File: src/rtl/core/ofl_pkg.sv
// ----------------------------------------------------------------------------
// ofl_pkg
// Shared types and constants of the oscillator frequency lock.
// ----------------------------------------------------------------------------
package ofl_pkg;

  localparam int RING_DEPTH = 3;
  localparam int DAC_BITS   = 12;
  localparam int SLOT_W     = (RING_DEPTH > 1) ? $clog2(RING_DEPTH) : 1;

  localparam int COUNT_W    = 32;
  localparam int STEP_W     = 12;
  localparam int HOLD_W     = 16;
  localparam int CFG_IDX_W  = 2;
  localparam int CFG_DATA_W = 32;
  localparam int SUM_W      = ((DAC_BITS > STEP_W) ? DAC_BITS : STEP_W) + 1;

  localparam logic [DAC_BITS-1:0]   LEVEL_MAX   = {DAC_BITS{1'b1}};
  localparam logic [DAC_BITS-1:0]   LEVEL_RESET = DAC_BITS'(2050);

  localparam logic [COUNT_W-1:0]    HIGH_LIMIT_RESET  = 32'd20000001;
  localparam logic [COUNT_W-1:0]    LOW_LIMIT_RESET   = 32'd19999999;
  localparam logic [STEP_W-1:0]     TUNE_STEP_RESET   = 12'd10;
  localparam logic [HOLD_W-1:0]     LED_HOLD_MS_RESET = 16'd100;

  localparam logic [CFG_IDX_W-1:0]  REG_HIGH_LIMIT  = 2'd0;
  localparam logic [CFG_IDX_W-1:0]  REG_LOW_LIMIT   = 2'd1;
  localparam logic [CFG_IDX_W-1:0]  REG_TUNE_STEP   = 2'd2;
  localparam logic [CFG_IDX_W-1:0]  REG_LED_HOLD_MS = 2'd3;

  localparam logic signed [1:0] CORR_NONE = 2'sb00;
  localparam logic signed [1:0] CORR_UP   = 2'sb01;
  localparam logic signed [1:0] CORR_DOWN = 2'sb11;

  localparam logic FUNC_PULSE = 1'b0;
  localparam logic FUNC_TICK  = 1'b1;

  typedef struct packed {
    logic fire;
    logic pulse;
  } ofl_step_t;

endpackage

File: src/rtl/core/ofl_ring.sv
// ----------------------------------------------------------------------------
// ofl_ring
// Sample ring with modulo slot counter, agreement check and published count.
// ----------------------------------------------------------------------------
module ofl_ring (
  input  logic                      clk,
  input  logic                      rst,
  input  ofl_pkg::ofl_step_t        step,
  input  logic [ofl_pkg::COUNT_W-1:0] count,
  output logic                      agree,
  output logic [ofl_pkg::COUNT_W-1:0] published_next
);
  import ofl_pkg::*;

  logic [COUNT_W-1:0]    ring [RING_DEPTH];
  logic [RING_DEPTH-1:0] slot_valid;
  logic [RING_DEPTH-1:0] slot_valid_next;
  logic [SLOT_W-1:0]     write_slot;
  logic [SLOT_W-1:0]     write_slot_next;
  logic [COUNT_W-1:0]    published;
  logic [COUNT_W-1:0]    view [RING_DEPTH];
  logic [RING_DEPTH-1:0] view_valid;
  logic [RING_DEPTH-1:0] match;

  always_comb begin
    for (int i = 0; i < RING_DEPTH; i++) begin
      view[i]       = (write_slot == SLOT_W'(i)) ? count : ring[i];
      view_valid[i] = slot_valid[i] | (write_slot == SLOT_W'(i));
    end
    for (int i = 0; i < RING_DEPTH; i++) begin
      match[i] = view_valid[i] && (view[i] == view[0]);
    end
    agree = step.fire && step.pulse && (&match);
    published_next = agree ? view[0] : published;
    slot_valid_next = view_valid & ~(agree ? RING_DEPTH'(1) : '0);
    write_slot_next = (write_slot == SLOT_W'(RING_DEPTH - 1)) ? '0 : write_slot + 1'b1;
  end

  always_ff @(posedge clk) begin
    if (step.fire && step.pulse) begin
      ring[write_slot] <= count;
    end
  end

  always_ff @(posedge clk) begin
    if (rst) begin
      slot_valid <= '0;
      write_slot <= '0;
      published  <= '0;
    end else if (step.fire && step.pulse) begin
      slot_valid <= slot_valid_next;
      write_slot <= write_slot_next;
      published  <= published_next;
    end
  end

  a_slot_in_range: assert property (@(posedge clk) disable iff (rst)
    write_slot <= SLOT_W'(RING_DEPTH - 1))
    else $error("slot counter out of range");

  a_agree_clears_slot0: assert property (@(posedge clk) disable iff (rst)
    agree |=> !slot_valid[0])
    else $error("slot 0 still valid after agreement");

endmodule

File: src/rtl/core/ofl_tune.sv
// ----------------------------------------------------------------------------
// ofl_tune
// DAC tuning level with saturating step up or down on agreement.
// ----------------------------------------------------------------------------
module ofl_tune (
  input  logic                         clk,
  input  logic                         rst,
  input  ofl_pkg::ofl_step_t           step,
  input  logic                         agree,
  input  logic [ofl_pkg::COUNT_W-1:0]  count,
  input  logic [ofl_pkg::COUNT_W-1:0]  high_limit,
  input  logic [ofl_pkg::COUNT_W-1:0]  low_limit,
  input  logic [ofl_pkg::STEP_W-1:0]   tune_step,
  output logic [ofl_pkg::DAC_BITS-1:0] level_next,
  output logic signed [1:0]            corr
);
  import ofl_pkg::*;

  logic [DAC_BITS-1:0] level;
  logic [SUM_W-1:0]    level_ext;
  logic [SUM_W-1:0]    step_ext;
  logic [SUM_W-1:0]    up_sum;
  logic [DAC_BITS-1:0] down_val;
  logic [DAC_BITS-1:0] up_val;

  always_comb begin
    level_ext = SUM_W'(level);
    step_ext  = SUM_W'(tune_step);
    up_sum    = level_ext + step_ext;
    down_val  = (level_ext > step_ext) ? DAC_BITS'(level_ext - step_ext) : '0;
    up_val    = (up_sum > SUM_W'(LEVEL_MAX)) ? LEVEL_MAX : DAC_BITS'(up_sum);
    level_next = level;
    if (agree) begin
      if (count > high_limit) begin
        level_next = down_val;
      end else if (count < low_limit) begin
        level_next = up_val;
      end
    end
    if (level_next < level) begin
      corr = CORR_DOWN;
    end else if (level_next > level) begin
      corr = CORR_UP;
    end else begin
      corr = CORR_NONE;
    end
  end

  always_ff @(posedge clk) begin
    if (rst) begin
      level <= LEVEL_RESET;
    end else if (step.fire) begin
      level <= level_next;
    end
  end

  a_level_moves_on_agree: assert property (@(posedge clk) disable iff (rst)
    !agree |=> $stable(level))
    else $error("tuning level moved without agreement");

endmodule

File: src/rtl/core/ofl_led.sv
// ----------------------------------------------------------------------------
// ofl_led
// Millisecond timer and pulse indicator with hold time.
// ----------------------------------------------------------------------------
module ofl_led (
  input  logic                        clk,
  input  logic                        rst,
  input  ofl_pkg::ofl_step_t          step,
  input  logic [ofl_pkg::HOLD_W-1:0]  led_hold_ms,
  output logic                        led_next
);
  import ofl_pkg::*;

  logic [HOLD_W-1:0] ms_since_pulse;
  logic [HOLD_W-1:0] ms_since_pulse_next;
  logic              led;

  always_comb begin
    if (step.pulse) begin
      ms_since_pulse_next = '0;
      led_next            = 1'b1;
    end else begin
      ms_since_pulse_next = (&ms_since_pulse) ? ms_since_pulse : ms_since_pulse + 1'b1;
      led_next            = (ms_since_pulse_next > led_hold_ms) ? 1'b0 : led;
    end
  end

  always_ff @(posedge clk) begin
    if (rst) begin
      ms_since_pulse <= '0;
      led            <= 1'b0;
    end else if (step.fire) begin
      ms_since_pulse <= ms_since_pulse_next;
      led            <= led_next;
    end
  end

endmodule

File: src/rtl/core/oscillator_frequency_lock_top.sv
// ----------------------------------------------------------------------------
// oscillator_frequency_lock_top
// Data path: a beat passes through the input register and then the result
// register. Throughput: one beat per cycle while out_ready does not stall the
// output, set by the single-pass update between the two registers.
// Reset clears all control state; limits, step and hold time return to their
// defaults and the tuning level returns to 2050.
// ----------------------------------------------------------------------------
module oscillator_frequency_lock_top (
  input  logic                            clk,
  input  logic                            rst,
  input  logic                            cfg_we,
  input  logic [ofl_pkg::CFG_IDX_W-1:0]   cfg_index,
  input  logic [ofl_pkg::CFG_DATA_W-1:0]  cfg_data,
  input  logic                            in_valid,
  output logic                            in_ready,
  input  logic                            func,
  input  logic [ofl_pkg::COUNT_W-1:0]     pulse_count,
  output logic                            out_valid,
  input  logic                            out_ready,
  output logic [ofl_pkg::DAC_BITS-1:0]    tune_level,
  output logic                            indicator_on,
  output logic [ofl_pkg::COUNT_W-1:0]     agreed_count,
  output logic                            agreed_now,
  output logic signed [1:0]               correction
);
  import ofl_pkg::*;

  logic [COUNT_W-1:0]  high_limit;
  logic [COUNT_W-1:0]  low_limit;
  logic [STEP_W-1:0]   tune_step;
  logic [HOLD_W-1:0]   led_hold_ms;

  logic                buf_valid;
  logic                buf_func;
  logic [COUNT_W-1:0]  buf_count;
  logic                advance;
  ofl_step_t           step;

  logic                agree;
  logic [COUNT_W-1:0]  published_next;
  logic [DAC_BITS-1:0] level_next;
  logic signed [1:0]   corr;
  logic                led_next;

  always_ff @(posedge clk) begin
    if (rst) begin
      high_limit  <= HIGH_LIMIT_RESET;
      low_limit   <= LOW_LIMIT_RESET;
      tune_step   <= TUNE_STEP_RESET;
      led_hold_ms <= LED_HOLD_MS_RESET;
    end else if (cfg_we) begin
      unique case (cfg_index)
        REG_HIGH_LIMIT:  high_limit  <= cfg_data[COUNT_W-1:0];
        REG_LOW_LIMIT:   low_limit   <= cfg_data[COUNT_W-1:0];
        REG_TUNE_STEP:   tune_step   <= cfg_data[STEP_W-1:0];
        REG_LED_HOLD_MS: led_hold_ms <= cfg_data[HOLD_W-1:0];
        default: ;
      endcase
    end
  end

  assign advance    = buf_valid && (!out_valid || out_ready);
  assign in_ready   = !buf_valid || advance;
  assign step.fire  = advance;
  assign step.pulse = (buf_func == FUNC_PULSE);

  always_ff @(posedge clk) begin
    if (rst) begin
      buf_valid <= 1'b0;
    end else if (in_ready) begin
      buf_valid <= in_valid;
    end
  end

  always_ff @(posedge clk) begin
    if (in_valid && in_ready) begin
      buf_func  <= func;
      buf_count <= pulse_count;
    end
  end

  ofl_ring u_ring (
    .clk            (clk),
    .rst            (rst),
    .step           (step),
    .count          (buf_count),
    .agree          (agree),
    .published_next (published_next)
  );

  ofl_tune u_tune (
    .clk        (clk),
    .rst        (rst),
    .step       (step),
    .agree      (agree),
    .count      (published_next),
    .high_limit (high_limit),
    .low_limit  (low_limit),
    .tune_step  (tune_step),
    .level_next (level_next),
    .corr       (corr)
  );

  ofl_led u_led (
    .clk         (clk),
    .rst         (rst),
    .step        (step),
    .led_hold_ms (led_hold_ms),
    .led_next    (led_next)
  );

  always_ff @(posedge clk) begin
    if (rst) begin
      out_valid <= 1'b0;
    end else if (advance) begin
      out_valid <= 1'b1;
    end else if (out_ready) begin
      out_valid <= 1'b0;
    end
  end

  always_ff @(posedge clk) begin
    if (advance) begin
      tune_level   <= level_next;
      indicator_on <= led_next;
      agreed_count <= published_next;
      agreed_now   <= agree;
      correction   <= corr;
    end
  end

  a_corr_needs_agree: assert property (@(posedge clk) disable iff (rst)
    out_valid && (correction != CORR_NONE) |-> agreed_now)
    else $error("correction without agreement");

  a_agree_lights_led: assert property (@(posedge clk) disable iff (rst)
    out_valid && agreed_now |-> indicator_on)
    else $error("agreement beat with indicator off");

  a_stall_only_when_full: assert property (@(posedge clk) disable iff (rst)
    !in_ready |-> buf_valid && out_valid && !out_ready)
    else $error("input stalled while a stage is free");

endmodule
File: config.mk
export PLATFORM = sky130hd
export DESIGN_NAME = oscillator_frequency_lock_top
export DESIGN_NICKNAME = d
export VERILOG_FILES = /design/src/rtl/core/ofl_pkg.sv /design/src/rtl/core/ofl_ring.sv /design/src/rtl/core/ofl_tune.sv /design/src/rtl/core/ofl_led.sv /design/src/rtl/core/oscillator_frequency_lock_top.sv
export SDC_FILE = /design/constraint.sdc
export NUM_CORES = 1
export LEC_CHECK = 0
export BUFFER_PORTS_ARGS = -buffer_cell sky130_fd_sc_hd__buf_2
export CORE_MARGIN = 4
export CORE_UTILIZATION = 45
export CTS_CLUSTER_DIAMETER = 50
export DETAILED_ROUTE_END_ITERATION = 16
export PLACE_DENSITY = 0.72
export SETUP_SLACK_MARGIN = 0.5
export SLEW_MARGIN = 40
export SYNTH_ARGS = -nofsm -noshare
export SYNTH_HDL_FRONTEND = slang
export SYNTH_HIERARCHICAL = 1
export SYNTH_SLANG_ARGS = --single-unit
File: constraint.sdc
create_clock -name clk -period 6.6 [get_ports clk]
set_input_delay 0 -clock clk [delete_from_list [all_inputs] [get_ports clk]]
set_output_delay 0 -clock clk [all_outputs]
set_load 0.05 [all_outputs]
; After elaboration in Yosys (flattened, before gate mapping)
; Memories as Yosys holds them, arrays and structs flattened.
; Index checks and enable logic that the tools add are counted.
[totals]
register_bits = 241
mem_bits_rw = 96
input_bits = 72
output_inout_bits = 50
wordCells = 83
n_memories = 1
[mem_list]
columns = name, depth, word_bits, read_ports, rd_ports_with_merged_regs, write_ports, line
row1 = u_ring.ring, 3, 32, 3, 0, 1, ofl_ring.sv:15  ; logic [COUNT_W-1:0] ring [RING_DEPTH];
[classes]
add_sub_neg = 4
order_cmp = 7
eq_ne = 7
mux = 20
bitwise = 6
n_reduce_logical = 19
[ops]
columns = op, count
row1 = two-way mux 32 bit, 4
row2 = equality test 32 bit, 2
row3 = two-way mux 12 bit, 5
row4 = > comparator 32 bit, 1
row5 = less-than comparator 32 bit, 1
row6 = two-way mux 16 bit, 2
row7 = > comparator 12 bit, 2
row8 = "adder 16 x 1 -> 16 bit, second input constant", 1
row9 = > comparator 16 bit, 1
row10 = AND reduction 16 bit, 1
row11 = adder 12 x 12 -> 13 bit, 1
row12 = "> comparator 13 x 12 -> 1 bit, second input constant", 1
row13 = less-than comparator 12 bit, 1
row14 = subtractor 12 bit, 1
row15 = two-way mux 1 bit, 8
row16 = AND reduction 2 bit, 4
row17 = "equality test 2 bit, second input constant", 3
row18 = logical AND 1 bit, 6
row19 = "equality test 2 x 1 -> 1 bit, second input constant", 2
row20 = zero test 2 bit, 2
row21 = bitwise AND 3 bit, 1
row22 = inverter 3 bit, 1
row23 = OR 1 bit, 3
row24 = AND reduction 3 bit, 1
row25 = 6 further kinds, 8

; Logic depth before layout (Yosys ltp)
; Gate-level depths: netlist (run 1).
[depth]
word_depth = 13
ltp_mapped = 34
ltp_nobuf = 29

; Cells and area by module
; The synthesis (run 1) kept the hierarchy.
[modules_own_cells]
columns = mod, instances, cells_per_inst, area_each_um2, seq_area_each_um2
row1 = ofl_ring, 1, 736, 7464.7, 3623.5
row2 = oscillator_frequency_lock_top, 1, 445, 6212.2, 4314.1
row3 = ofl_tune, 1, 555, 3995.1, 240.2
row4 = ofl_led, 1, 212, 1619.1, 340.3

; Worst setup path before layout (run 1)
; Ideal clock, no wire load.
[synth_path]
path_kind = reg-to-reg
start = register out_valid
end = register correction[0] (data pin)
setup_time_ps = 129
t_arrival_ps = 7422
required_time_ps = 6471
setup_slack_ps = -952
path_stages_with_launch = 30
path_buffers = 3
period_less_slack_ps = 7552
path_cell_list = dfxtp_1 -> nand2b_1 -> and2_1 -> nand2_1 -> a31oi_1 -> a21boi_0 -> o2111ai_1 -> a2111oi_2 -> nand3_2 -> buf_6 -> a2111oi_4 -> nor2_1 -> ha_1 -> nand4_1 -> nor4_1 -> a21oi_1 -> buf_2 -> clkbuf_1 -> a32oi_1 -> o211ai_1 -> a22o_1 -> ha_1 -> a21o_1 -> a21o_1 -> a21o_1 -> a21o_1 -> a21o_1 -> a21o_1 -> a221oi_1 -> or4_1
[synth_between]
elab_chain_len = 12
elab_cells_between_ends = 14
classes_between = order compare (4) / mux (5) / reduce/logical (5)
[synth_lines]
columns = element, line
row1 = "start, declared", oscillator_frequency_lock_top.sv:19  ; output logic out_valid,
row2 = "start signal, assigned", oscillator_frequency_lock_top.sv:115  ; out_valid <= 1'b0;
row3 = "start signal, assigned", oscillator_frequency_lock_top.sv:117  ; out_valid <= 1'b1;
row4 = "start signal, assigned", oscillator_frequency_lock_top.sv:119  ; out_valid <= 1'b0;
row5 = zero test 1 bit (*), oscillator_frequency_lock_top.sv:63  ; assign advance = buf_valid && (!out_valid || out_ready);
row6 = logical OR 1 bit (*), oscillator_frequency_lock_top.sv:63
row7 = logical AND 1 bit (*), oscillator_frequency_lock_top.sv:63
row8 = named net advance, oscillator_frequency_lock_top.sv:37  ; logic advance;
row9 = logical AND 1 bit (*) (2 in series), ofl_ring.sv:33  ; agree = step.fire && step.pulse && (&match);
row10 = two-way mux 32 bit (*), ofl_ring.sv:34  ; published_next = agree ? view[0] : published;
row11 = named net published_next[30], oscillator_frequency_lock_top.sv:41  ; logic [COUNT_W-1:0] published_next;
row12 = less-than comparator 32 bit, ofl_tune.sv:36  ; end else if (count < low_limit) begin
row13 = two-way mux 12 bit, ofl_tune.sv:36
row14 = two-way mux 12 bit (*), ofl_tune.sv:34  ; if (count > high_limit) begin
row15 = two-way mux 12 bit (*), ofl_tune.sv:33  ; if (agree) begin
row16 = named net level_next[5], oscillator_frequency_lock_top.sv:42  ; logic [DAC_BITS-1:0] level_next;
row17 = > comparator 12 bit, ofl_tune.sv:42  ; end else if (level_next > level) begin
row18 = two-way mux 1 bit, ofl_tune.sv:42
row19 = "end signal, assigned", oscillator_frequency_lock_top.sv:129  ; correction <= corr;
row20 = "end, declared", oscillator_frequency_lock_top.sv:25  ; output logic signed [1:0] correction
; The timed path passes the listed nets; every way through them passes the cells marked *.
; A chain may end at the register's enable or synchronous reset.

; Worst setup path after layout (run 1)
[layout_path]
start = register u_ring.write_slot[1]
end = register correction[0] (data pin)
[layout_between]
elab_chain_len = 13
elab_cells_between_ends = 24
classes_between = order compare (4) / eq/ne (4) / mux (8) / bitwise (3) / reduce/logical (5)
[layout_lines]
columns = element, line
row1 = "start, declared", ofl_ring.sv:18  ; logic [SLOT_W-1:0] write_slot;
row2 = "start signal, assigned", ofl_ring.sv:52  ; write_slot <= write_slot_next;
row3 = equality test 2 x 1 -> 1 bit (tied with other cells), "ofl_ring.sv:27, ofl_ring.sv:28"
row4 = two-way mux 32 bit, ofl_ring.sv:27  ; view[i] = (write_slot == SLOT_W'(i)) ? count : ring[i];
row5 = equality test 32 bit, ofl_ring.sv:31  ; match[i] = view_valid[i] && (view[i] == view[0]);
row6 = logical AND 1 bit, ofl_ring.sv:31
row7 = AND reduction 3 bit, ofl_ring.sv:33
row8 = logical AND 1 bit, ofl_ring.sv:33
row9 = two-way mux 32 bit (*), ofl_ring.sv:34
row10 = named net published_next[27], oscillator_frequency_lock_top.sv:41
row11 = less-than comparator 32 bit, ofl_tune.sv:36
row12 = two-way mux 12 bit, ofl_tune.sv:36
row13 = two-way mux 12 bit (*), ofl_tune.sv:34
row14 = two-way mux 12 bit (*), ofl_tune.sv:33
row15 = named net level_next[5], oscillator_frequency_lock_top.sv:42
row16 = > comparator 12 bit, ofl_tune.sv:42
row17 = two-way mux 1 bit, ofl_tune.sv:42
; Marks and branches as above.

==> results of run 1 <==
## routing by layer
layer,track usage (%),part of all wire (%),vias up
met4,6.44,2.1,0
met3,4.96,6.9,90
met2,42.2,46,689
li1,-,-,7890
met5,0,0,-
met1,37.1,45,8132
## cells by family after synthesis
logic type	share of synthesized area (%)
compound gates	15.2
flops	44.2
fa+ha+maj	7.73
xor+xnor	3.95
mux	6.89
buf+inv	5.99
simple gates	16.1
## worst min-delay path by stage
stage,cells past startpoint,start,slack (ns),end
after floorplan,1,rst,0.07,u_led/led
after global placement,1,pulse_count[6],0.18,buf_count[6]
after detailed placement,1,pulse_count[0],0.18,buf_count[0]
after CTS,2,pulse_count[4],0.09,buf_count[4]
after global routing,2,func,0.12,buf_func
final,2,pulse_count[0],0.14,buf_count[0]
## final cells by class
cell class | count | area share (%)
clock buffers | 57 | 4.86
clock inverters | 25 | 0.998
inverters | 173 | 2.56
multi-input cells | 1346 | 40.8
flip-flops and latches | 337 | 33.7
well taps | 539 | 2.66
repair buffers | 463 | 14.4
## sequential cells by signal, summed over array words and instances (netlist names), 2 cells and up
register              cells
u_ring/write_slot         2
led_hold_ms              16
tune_level               12
u_ring/slot_valid         3
low_limit                32
u_ring/ring              96
high_limit               32
tune_step                12
agreed_count             32
u_tune/level             12
correction                2
u_ring/published         32
buf_count                32
u_led/ms_since_pulse     16
## cell usage in the layout, fill, tap and decap left out, drive strengths merged, types with 23 or more instances in the layout
cell / Yosys / routed
inv: 173 / 183
dlygate4sd3: 0 / 75
nand3: 24 / 24
edfxtp: 177 / 177
xnor2: 42 / 42
nor2: 186 / 186
xor2: 45 / 45
buf: 55 / 387
nand2: 54 / 54
a21oi: 128 / 128
nor3: 81 / 81
mux2i: 126 / 126
dfxtp: 160 / 160
o21ai: 59 / 59
nor2b: 23 / 23
ha: 116 / 116
clkbuf: 37 / 57
nand2b: 113 / 113
nand4: 30 / 30
## worst max-delay path: cells and delay by family (launching register included)
family,cells,cell delay (ns)
flops,1,0.41
buf+inv,5,0.77
mux,2,0.44
fa+ha+maj,2,0.52
simple gates,8,1.63
xor+xnor,1,0.18
compound gates,13,2.47
## metrics by stage
step                utilization [%]  instances  hold WS [ns]  setup TNS [ns]  cell area, um2
floorplan                         -       1948        0.0721               0           19400
global placement               52.0       2737         0.177          -0.542           21900
detailed placement             52.1       2737         0.178          -0.537           21900
CTS                            59.0       2917        0.0937               0           24900
global route                   60.1       2940         0.123          -0.644           25300
finish                         60.1       2940         0.136          -0.153           25300
## power by group
part	leakage [nW]	switching (mW)	total (mW)	internal [mW]
combinational	6.82	0.322	0.529	0.207
clock	0.727	0.999	2.45	1.45
sequential	2.91	0.0500	2.31	2.26
total	10.5	1.37	5.30	3.93
## timing repair
item                                   CTS  global route
gates cloned                             7             0
gates resized for setup                 88            59
endpoints found under the hold margin  142             0
pin swaps                               28            53
setup endpoints to repair                2             2
buffers inserted                        16            23
hold buffers                            75             0
==> results.ini, run 1 <==
[outcome]
outcome=finished with violations
violations=setup timing

[detailed_routing]
drtIter0Drc=1517
dr_total_vias=16800
vias_per_cell=5.71
wire_per_inst_um=21.6
drt_wl_total_um=63600
drc=0
drtPass1Iterations=6
ant_nets=0

[final_layout]
fillCellCount=3465
nets=2555
n_antenna_cell=0
regArea_mm2=0.00853
drive_above_1_share_pct=25.2
multi_input_area_mm2=0.0103
syn2layout_area_growth_pct=31.3

[power_and_ir_drop]
p_leak_nw=10.5
peakVddDrop_mv=0.206
powerDensity_mw_per_mm2=209
total_power_mw=5.30

[floorplanning]
num_io_pins=122
die_area_mm2=0.0462
rows=75
die-height_um=215
initial_utilization_pct=45.8
coreArea_mm2=0.0421
die_w_um=215

[worst_setup_path]
worstSetupStartpointType=register
reg2reg_from=u_ring/write_slot[1]
crit_fanout=5
cp_slowest_stage_delay_ns=0.49
cpMostUsedCell=a21o_1
crit_path_start=u_ring/write_slot[1]
end_kind=register
arrival_ns=7.01
cpMaxStageDelayCell=or4_1
rrSetupSlack_ns=-0.09
reg2reg_depth=31
worstSetupPathType=register to register
crit_end=correction[0]
r2r-end=correction[0]
critical_path_required_ns=6.92

[logic_synthesis]
ys_types=90
async_reset_ff_share_pct=0
yosysMostFrequentCell=nor2_1
synth_edf_count=177
syn_nets=2138
yosysTopAreaCellShare_pct=27.6
synth_seq_cells=337
synth_cells=1948
synth_area_mm2=0.0193
ys_warn_count=6
synth_ff_type=edfxtp_1
seq_area_frac_synth_pct=44.2
yosysTopAreaCell=edfxtp_1
synth_common_cells=nor2_1 (185), edfxtp_1 (177), inv_1 (172), dfxtp_1 (160), a21oi_1 (127)
avgSynthCellArea_um2=9.90
synth.area.top_cells=edfxtp_1 (28%), dfxtp_1 (17%), ha_1 (7.5%)

[placement]
dpl_worst_slack_ns=-0.311
gp_congestion=0.977
detailed_place_hpwl_um=44900
io_buffers=121

[cts]
clkTransAtPathRegs_ns=0.06
tritoncts=yes
cts_root_buf=clkbuf_16
insertion_delay_ns=0.58
htree_num_levels=2
cts_buffers=44
numClockSinks=337
cts_max_path_buffers=3

[sta]
slew_violations=0
worst_slack_ns=-0.0861
hold_viol=0
worstMarginPinSlew_ns=0.790
rsz0062_at_grt=yes
setup_viol=2
finClkSkew_ns=0.0242
slew_headroom_pct=47.3
fmax_mhz=150
fin_crit_ns=6.69
period_share_pct=101

[global_route]
grt_max_degree=113
grt_overflow=0
grt_pass1_wl_um=96200
track_usage_pct=26.3
antenna_found_initial=0
grt_pass1_vias=16400

[worst_hold_path]
min_path_type=primary input to register

[flow_run]
drv_cap=0

Power figures use the tool's default switching activity.
==> inputs of run 2 (changes only) <==
--- a/config.mk
+++ b/config.mk
@@ -6,12 +6,14 @@
 export NUM_CORES = 1
 export LEC_CHECK = 0
 export BUFFER_PORTS_ARGS = -buffer_cell sky130_fd_sc_hd__buf_2
+export CORE_ASPECT_RATIO = 1.1
 export CORE_MARGIN = 4
 export CORE_UTILIZATION = 45
 export CTS_CLUSTER_DIAMETER = 50
 export DETAILED_ROUTE_END_ITERATION = 16
-export PLACE_DENSITY = 0.72
+export PLACE_DENSITY = 0.68
 export SETUP_SLACK_MARGIN = 0.5
+export SKIP_LAST_GASP = 1
 export SLEW_MARGIN = 40
 export SYNTH_ARGS = -nofsm -noshare
 export SYNTH_HDL_FRONTEND = slang
==> results.ini, run 2 (synthesis results as in run 1) <==
[floorplanning]
initial_utilization_pct=45.6  ; -0.19 points
rows=79  ; +5.3%
die_area_mm2=0.0462  ; about the same
num_io_pins=122  ; unchanged
die_w_um=205  ; -4.5%
coreArea_mm2=0.0423  ; +0.41%
die-height_um=225  ; +4.7%

[final_layout]
largest_reg_flops=96  ; unchanged
fin_util_pct=60.7  ; +0.63 points
drive_above_1_share_pct=26.5  ; +1.3 points
syn2layout_area_growth_pct=33.2
nets=2619  ; +2.5%
final_cell_mix=buf_4 (307), edfxtp_1 (177), nor2_1 (174), inv_1 (168), dfxtp_1 (157)
top_register=u_ring/ring
final_common_cell=buf_4

[outcome]
outcome=finished with violations
violations=setup timing

[cts]
htree_num_levels=2  ; unchanged
insertion_delay_ns=0.59  ; about the same
cts_buffers=45  ; +2.3%
tritoncts=yes
cts_max_path_buffers=3  ; unchanged
clkTransAtPathRegs_ns=0.06  ; about the same
cts_root_buf=clkbuf_16
numClockSinks=337  ; unchanged

[worst_setup_path]
cpMaxStageDelayCell=a2111oi_4
rrSetupSlack_ns=-0.20  ; -0.11 ns
worstSetupStartpointType=register
worstSetupPathType=register to register
cp_slowest_stage_delay_ns=0.47  ; -0.02 ns
arrival_ns=7.10  ; +0.09 ns
cpMostUsedCell=a21o_1
crit_fanout=8  ; +3
critical_path_required_ns=6.90  ; -0.02 ns
end_kind=register

[global_route]
grt_max_degree=118  ; +4.4%
track_usage_pct=27.7  ; +1.3 points
grt_overflow=0  ; unchanged
grt_pass1_vias=17200  ; +4.4%
grt_pass1_wl_um=99500  ; +3.4%
antenna_found_initial=2  ; +2

[sta]
slew_headroom_pct=46.4  ; -0.97 points
tns_ns=-0.385  ; -0.233 ns
setup_viol=2  ; unchanged
worstMarginPinSlew_ns=0.804  ; +0.0146 ns
period_share_pct=103  ; +1.7 points
hold_viol=0  ; unchanged
rsz0062_at_grt=yes
finClkSkew_ns=0.0287  ; +0.00450 ns
fmax_mhz=147  ; -1.7%
slew_violations=0  ; unchanged
fin_crit_ns=6.80  ; +0.115 ns
worst_slack_ns=-0.201  ; -0.115 ns

[worst_hold_path]
min_path_type=primary input to register

[power_and_ir_drop]
p_leak_nw=10.8  ; +3.1%
peakVddDrop_mv=0.207  ; +0.73%
powerDensity_mw_per_mm2=205  ; -1.9%

[placement]
detailed_place_hpwl_um=47400  ; +5.6%
gp_congestion=0.970  ; -0.72%
dpl_worst_slack_ns=-0.433  ; -0.123 ns
io_buffers=121  ; unchanged

[detailed_routing]
drc=0  ; unchanged
drtPass1Iterations=5  ; -1
ant_nets=0  ; unchanged
drtIter0Drc=1309  ; -14%
drt_wl_total_um=65500  ; +3.1%
dr_total_vias=17000  ; +1.4%
wire_per_inst_um=21.6  ; -0.10%
vias_per_cell=5.62  ; -1.7%

[flow_run]
drv_cap=0  ; unchanged

## run 2: changes by cell type in the layout (fill, tap and decap cells not counted), moves of 4 or more
| cell | delta |
|---|---|
| buf_4 | +66 |
| a21oi_1 | +7 |
| nor2_1 | +7 |
| nor2_2 | -6 |
| a21oi_2 | -5 |
| buf_12 | +4 |
| buf_16 | -4 |
| clkbuf_16 | +4 |
| ha_1 | +4 |
| ha_4 | -4 |
| inv_1 | -4 |
| o21ai_1 | +4 |
## run 2: critical path: cells and delay by family (launching register included)
family,cells,cell delay (ns)
DFF,1,0.40
AOI/OAI and AO/OA,16,3.00
muxes,1,0.19
buffers and inverters,7,1.15
and+or+nand+nor,6,1.21
adders and majority gates,2,0.56
## run 2: area by class of cell
| cell class | instances | area [um2] |
|---|---|---|
| Clock buffer | 56 | 1240 |
| Sequential cell | 337 | 8530 |
| Inverter | 173 | 653 |
| Antenna cell | 1 | 2.50 |
| Fill cell | 3600 | 16600 |
| Clock inverter | 27 | 223 |
| Timing Repair Buffer | 526 | 4120 |
| Multi-Input combinational cell | 1346 | 10200 |
| Tap cell | 567 | 709 |
## run 2: path summary, 6_finish.rpt
| check | from | end | depth (start not counted) |
|---|---|---|---|
| max reg2reg | u_ring/write_slot[1] | correction[0] | 32 |
| max | u_ring/write_slot[1] | correction[0] | 32 |
| min | pulse_count[0] | buf_count[0] | 2 |
| min reg2reg | buf_valid | out_valid | 2 |
## run 2: routing by layer
layer	vias up	wire (um)	GRT usage [%]	part of all wire, %
met5	-	0	0	0
met4	0	2510	11.4	3.8
met2	592	31600	47.2	48
met3	140	3650	3.76	5.6
li1	8011	-	-	-
met1	8292	27700	35.5	42
## run 2: what timing repair did
item                       in CTS  in global routing
hold buffers                   73                  0
gates resized for setup        79                 39
setup endpoints to repair       2                  2
gates cloned                    4                  3
hold endpoints to repair      129                  0
pin swaps                      35                 39
buffers inserted               20                 16
## run 2: per-stage QoR
step	area [um2]	total power, mW	hold slack [ns]	std cells
floorplan	19400	2.63	0.0721	1948
global placement	22500	2.83	0.176	2832
detailed placement	22500	2.84	0.179	2832
CTS	25300	5.30	0.101	3012
global route	25700	5.44	0.140	3032
finish	25700	5.27	0.137	3033
## run 2: power by group
group	switching, mW	internal (mW)
clock network	1.00	1.40
logic	0.334	0.224
registers	0.0450	2.26
==> inputs of run 3 (changes only) <==
--- a/config.mk
+++ b/config.mk
@@ -5,6 +5,7 @@
 export SDC_FILE = /design/constraint.sdc
 export NUM_CORES = 1
 export LEC_CHECK = 0
+export ABC_AREA = 1
 export BUFFER_PORTS_ARGS = -buffer_cell sky130_fd_sc_hd__buf_2
 export CORE_ASPECT_RATIO = 1.1
 export CORE_MARGIN = 4
==> results.ini, run 3 <==
[global_route]
grt_overflow=0  ; unchanged
grt_pass1_wl_um=99300  ; -0.23%
antenna_found_initial=1  ; -1
grt_pass1_vias=18200  ; +6.1%
track_usage_pct=25.7  ; -2.0 points
grt_max_degree=79  ; -33%

[power_and_ir_drop]
p_leak_nw=12.3  ; +14%
total_power_mw=5.62  ; +6.7%
peakVddDrop_mv=0.201  ; -3.0%
powerDensity_mw_per_mm2=229  ; +12%

[sta]
hold_viol=0  ; unchanged
worst_slack_ns=0.790  ; +0.991 ns
slew_headroom_pct=45.2  ; -1.1 points
fin_crit_ns=5.81  ; -0.991 ns
fmax_mhz=172  ; +17%
rsz0062_at_grt=no
finClkSkew_ns=0.0249  ; -0.00373 ns
whs_ns=0.0581  ; -0.0792 ns
setup_viol=0  ; -2
period_share_pct=88.0  ; -15 points
tns_ns=0  ; +0.385 ns
slew_violations=0  ; unchanged
worstMarginPinSlew_ns=0.821  ; +0.0168 ns

[placement]
dpl_worst_slack_ns=0.00605  ; +0.439 ns
io_buffers=121  ; unchanged
detailed_place_hpwl_um=48800  ; +2.8%
place_area_mm2=0.0219  ; -2.8%
gp_congestion=1.01  ; +4.6%
place_inst=3524  ; +24%

[logic_synthesis]
seq_area_frac_synth_pct=41.3  ; -2.9 points
synth.area.top_cells=edfxtp_1 (26%), nand2_1 (18%), dfxtp_1 (16%)
yosysTopAreaCellShare_pct=25.8  ; -1.8 points
ys_types=51  ; -43%
synth_edf_count=177  ; unchanged
synth_ff_type=edfxtp_1
ys_warn_count=6  ; unchanged
synth_area_mm2=0.0206  ; +7.0%
avgSynthCellArea_um2=7.17  ; -28%
synth_cells=2880  ; +48%
yosysTopAreaCell=edfxtp_1
synth_seq_cells=337  ; unchanged
async_reset_ff_share_pct=0  ; unchanged
syn_nets=3070  ; +44%
synth_common_cells=nand2_1 (973), inv_1 (410), nor2_1 (309), nand3_1 (179), edfxtp_1 (177)
yosysMostFrequentCell=nand2_1

[worst_setup_path]
cpMostUsedCell=nand2_1
cpMaxStageDelayCell=or4_1
arrival_ns=6.13  ; -0.97 ns
crit_fanout=25  ; +17
critical_path_required_ns=6.92  ; +0.02 ns
cp_slowest_stage_delay_ns=0.41  ; -0.06 ns
worstSetupPathType=register to register
path_buf_inv=7  ; unchanged
worstSetupStartpointType=register
end_kind=register
cp_top_family=simple AND/OR/NAND/NOR gates

[cts]
cts_max_path_buffers=3  ; unchanged
insertion_delay_ns=0.58  ; about the same
clkTransAtPathRegs_ns=0.06  ; about the same
tritoncts=yes
numClockSinks=337  ; unchanged
cts_root_buf=clkbuf_16
htree_num_levels=2  ; unchanged
cts_buffers=47  ; +4.4%

[final_layout]
n_antenna_cell=0  ; -1
final_common_cell=nand2_1
fin_area_mm2=0.0246  ; -4.3%
fin_util_pct=54.1  ; -6.6 points
fillCellCount=4345  ; +21%
nets=3272  ; +25%
final_cell_mix=nand2_1 (957), inv_1 (408), nor2_1 (296), edfxtp_1 (177), nand3_1 (175)
syn2layout_area_growth_pct=19.2
final_cell_count_no_fill=3706  ; +22%
top_register=u_ring/ring
regArea_mm2=0.00853  ; about the same
multi_input_area_mm2=0.0102  ; -0.26%
largest_reg_flops=96  ; unchanged
drive_above_1_share_pct=12.8  ; -14 points

[flow_run]
drv_cap=0  ; unchanged

[floorplanning]
rows=82  ; +3.8%
die_w_um=212  ; +3.3%
num_io_pins=122  ; unchanged
coreArea_mm2=0.0455  ; +7.4%
die_area_mm2=0.0494  ; +6.7%
die-height_um=233  ; +3.3%
initial_utilization_pct=45.4  ; -0.20 points

[detailed_routing]
ant_nets=0  ; unchanged
drt_wl_total_um=65300  ; -0.34%
wire_per_inst_um=17.6  ; -18%
vias_per_cell=5.14  ; -8.5%
dr_total_vias=19000  ; +12%
drtPass1Iterations=5  ; unchanged
drc=0  ; unchanged
drtIter0Drc=1563  ; +19%

[worst_hold_path]
min_path_type=primary input to register

[outcome]
outcome=finished clean

[run 3: cell count changes after synthesis, moves of 23 or more]
cell,before,now
xnor2_1,42,4
nor2_1,185,309
nand3_1,23,179
nand4_1,29,61
inv_1,172,410
nand3_2,1,25
mux2i_1,126,0
nor2b_1,23,0
o21ai_0,57,83
xor2_1,45,17
nor3_1,81,11
nand2_1,52,973
nand2_2,1,24
nand2b_1,113,0
[run 3: cell type report]
| cell class | count | share of cell area (%) |
|---|---|---|
| Tap cell | 588 | 2.99 |
| Multi-Input combinational cell | 2016 | 41.5 |
| Timing Repair Buffer | 260 | 8.19 |
| Inverter | 420 | 6.50 |
| Sequential cell | 337 | 34.7 |
| Clock buffer | 53 | 4.92 |
| Clock inverter | 32 | 1.28 |
[run 3: final timing paths]
path,startpoint,to,slack [ns],depth (start not counted)
hold reg to reg,high_limit[11],high_limit[11],0.46,2
setup reg to reg,u_ring/write_slot[1],correction[0],0.79,36
setup / recovery,u_ring/write_slot[1],correction[0],0.79,36
hold / removal,cfg_we,high_limit[13],0.06,3
[run 3: routing by layer]
layer  global-route usage (%)  vias up  routed length (um)
li1                         -     9530                   -
met3                     3.10      141                3240
met1                     30.8     8822               25900
met4                     10.9        0                3070
met5                        0        -                   0
met2                     46.2      552               33100
[run 3: repair_timing]
action	4_1_cts	5_1_grt
gates resized for setup	9	61
setup endpoints to repair	2	2
pin swaps	2	12
endpoints found under the hold margin	132	0
setup buffers	5	12
hold buffers	76	0
gates cloned	1	3
[run 3: kinds of logic (layout without fill, tap and decap cells)]
| kind of cell | after synthesis | count (layout) | synth area share [%] |
|---|---|---|---|
| buf+inv | 529 | 765 | 10.6 |
| xor+xnor | 21 | 21 | 0.891 |
| flops | 337 | 337 | 41.3 |
| compound gates | 255 | 255 | 6.68 |
| fa+ha+maj | 118 | 118 | 7.23 |
| simple gates | 1620 | 1622 | 33.4 |
[run 3: power breakdown]
| group | internal, mW | leakage, nW | switching, mW |
|---|---|---|---|
| combinational | 0.265 | 8.61 | 0.557 |
| clock | 1.43 | 0.735 | 1.03 |
| sequential | 2.28 | 2.94 | 0.0596 |
[run 3: worst reg2reg max path: cells and delay by family (launching register included)]
kind	cells	cell delay, ns
simple gates	22	2.85
buf+inv	7	0.95
compound gates	5	0.83
fa+ha+maj	2	0.56
flops	1	0.38
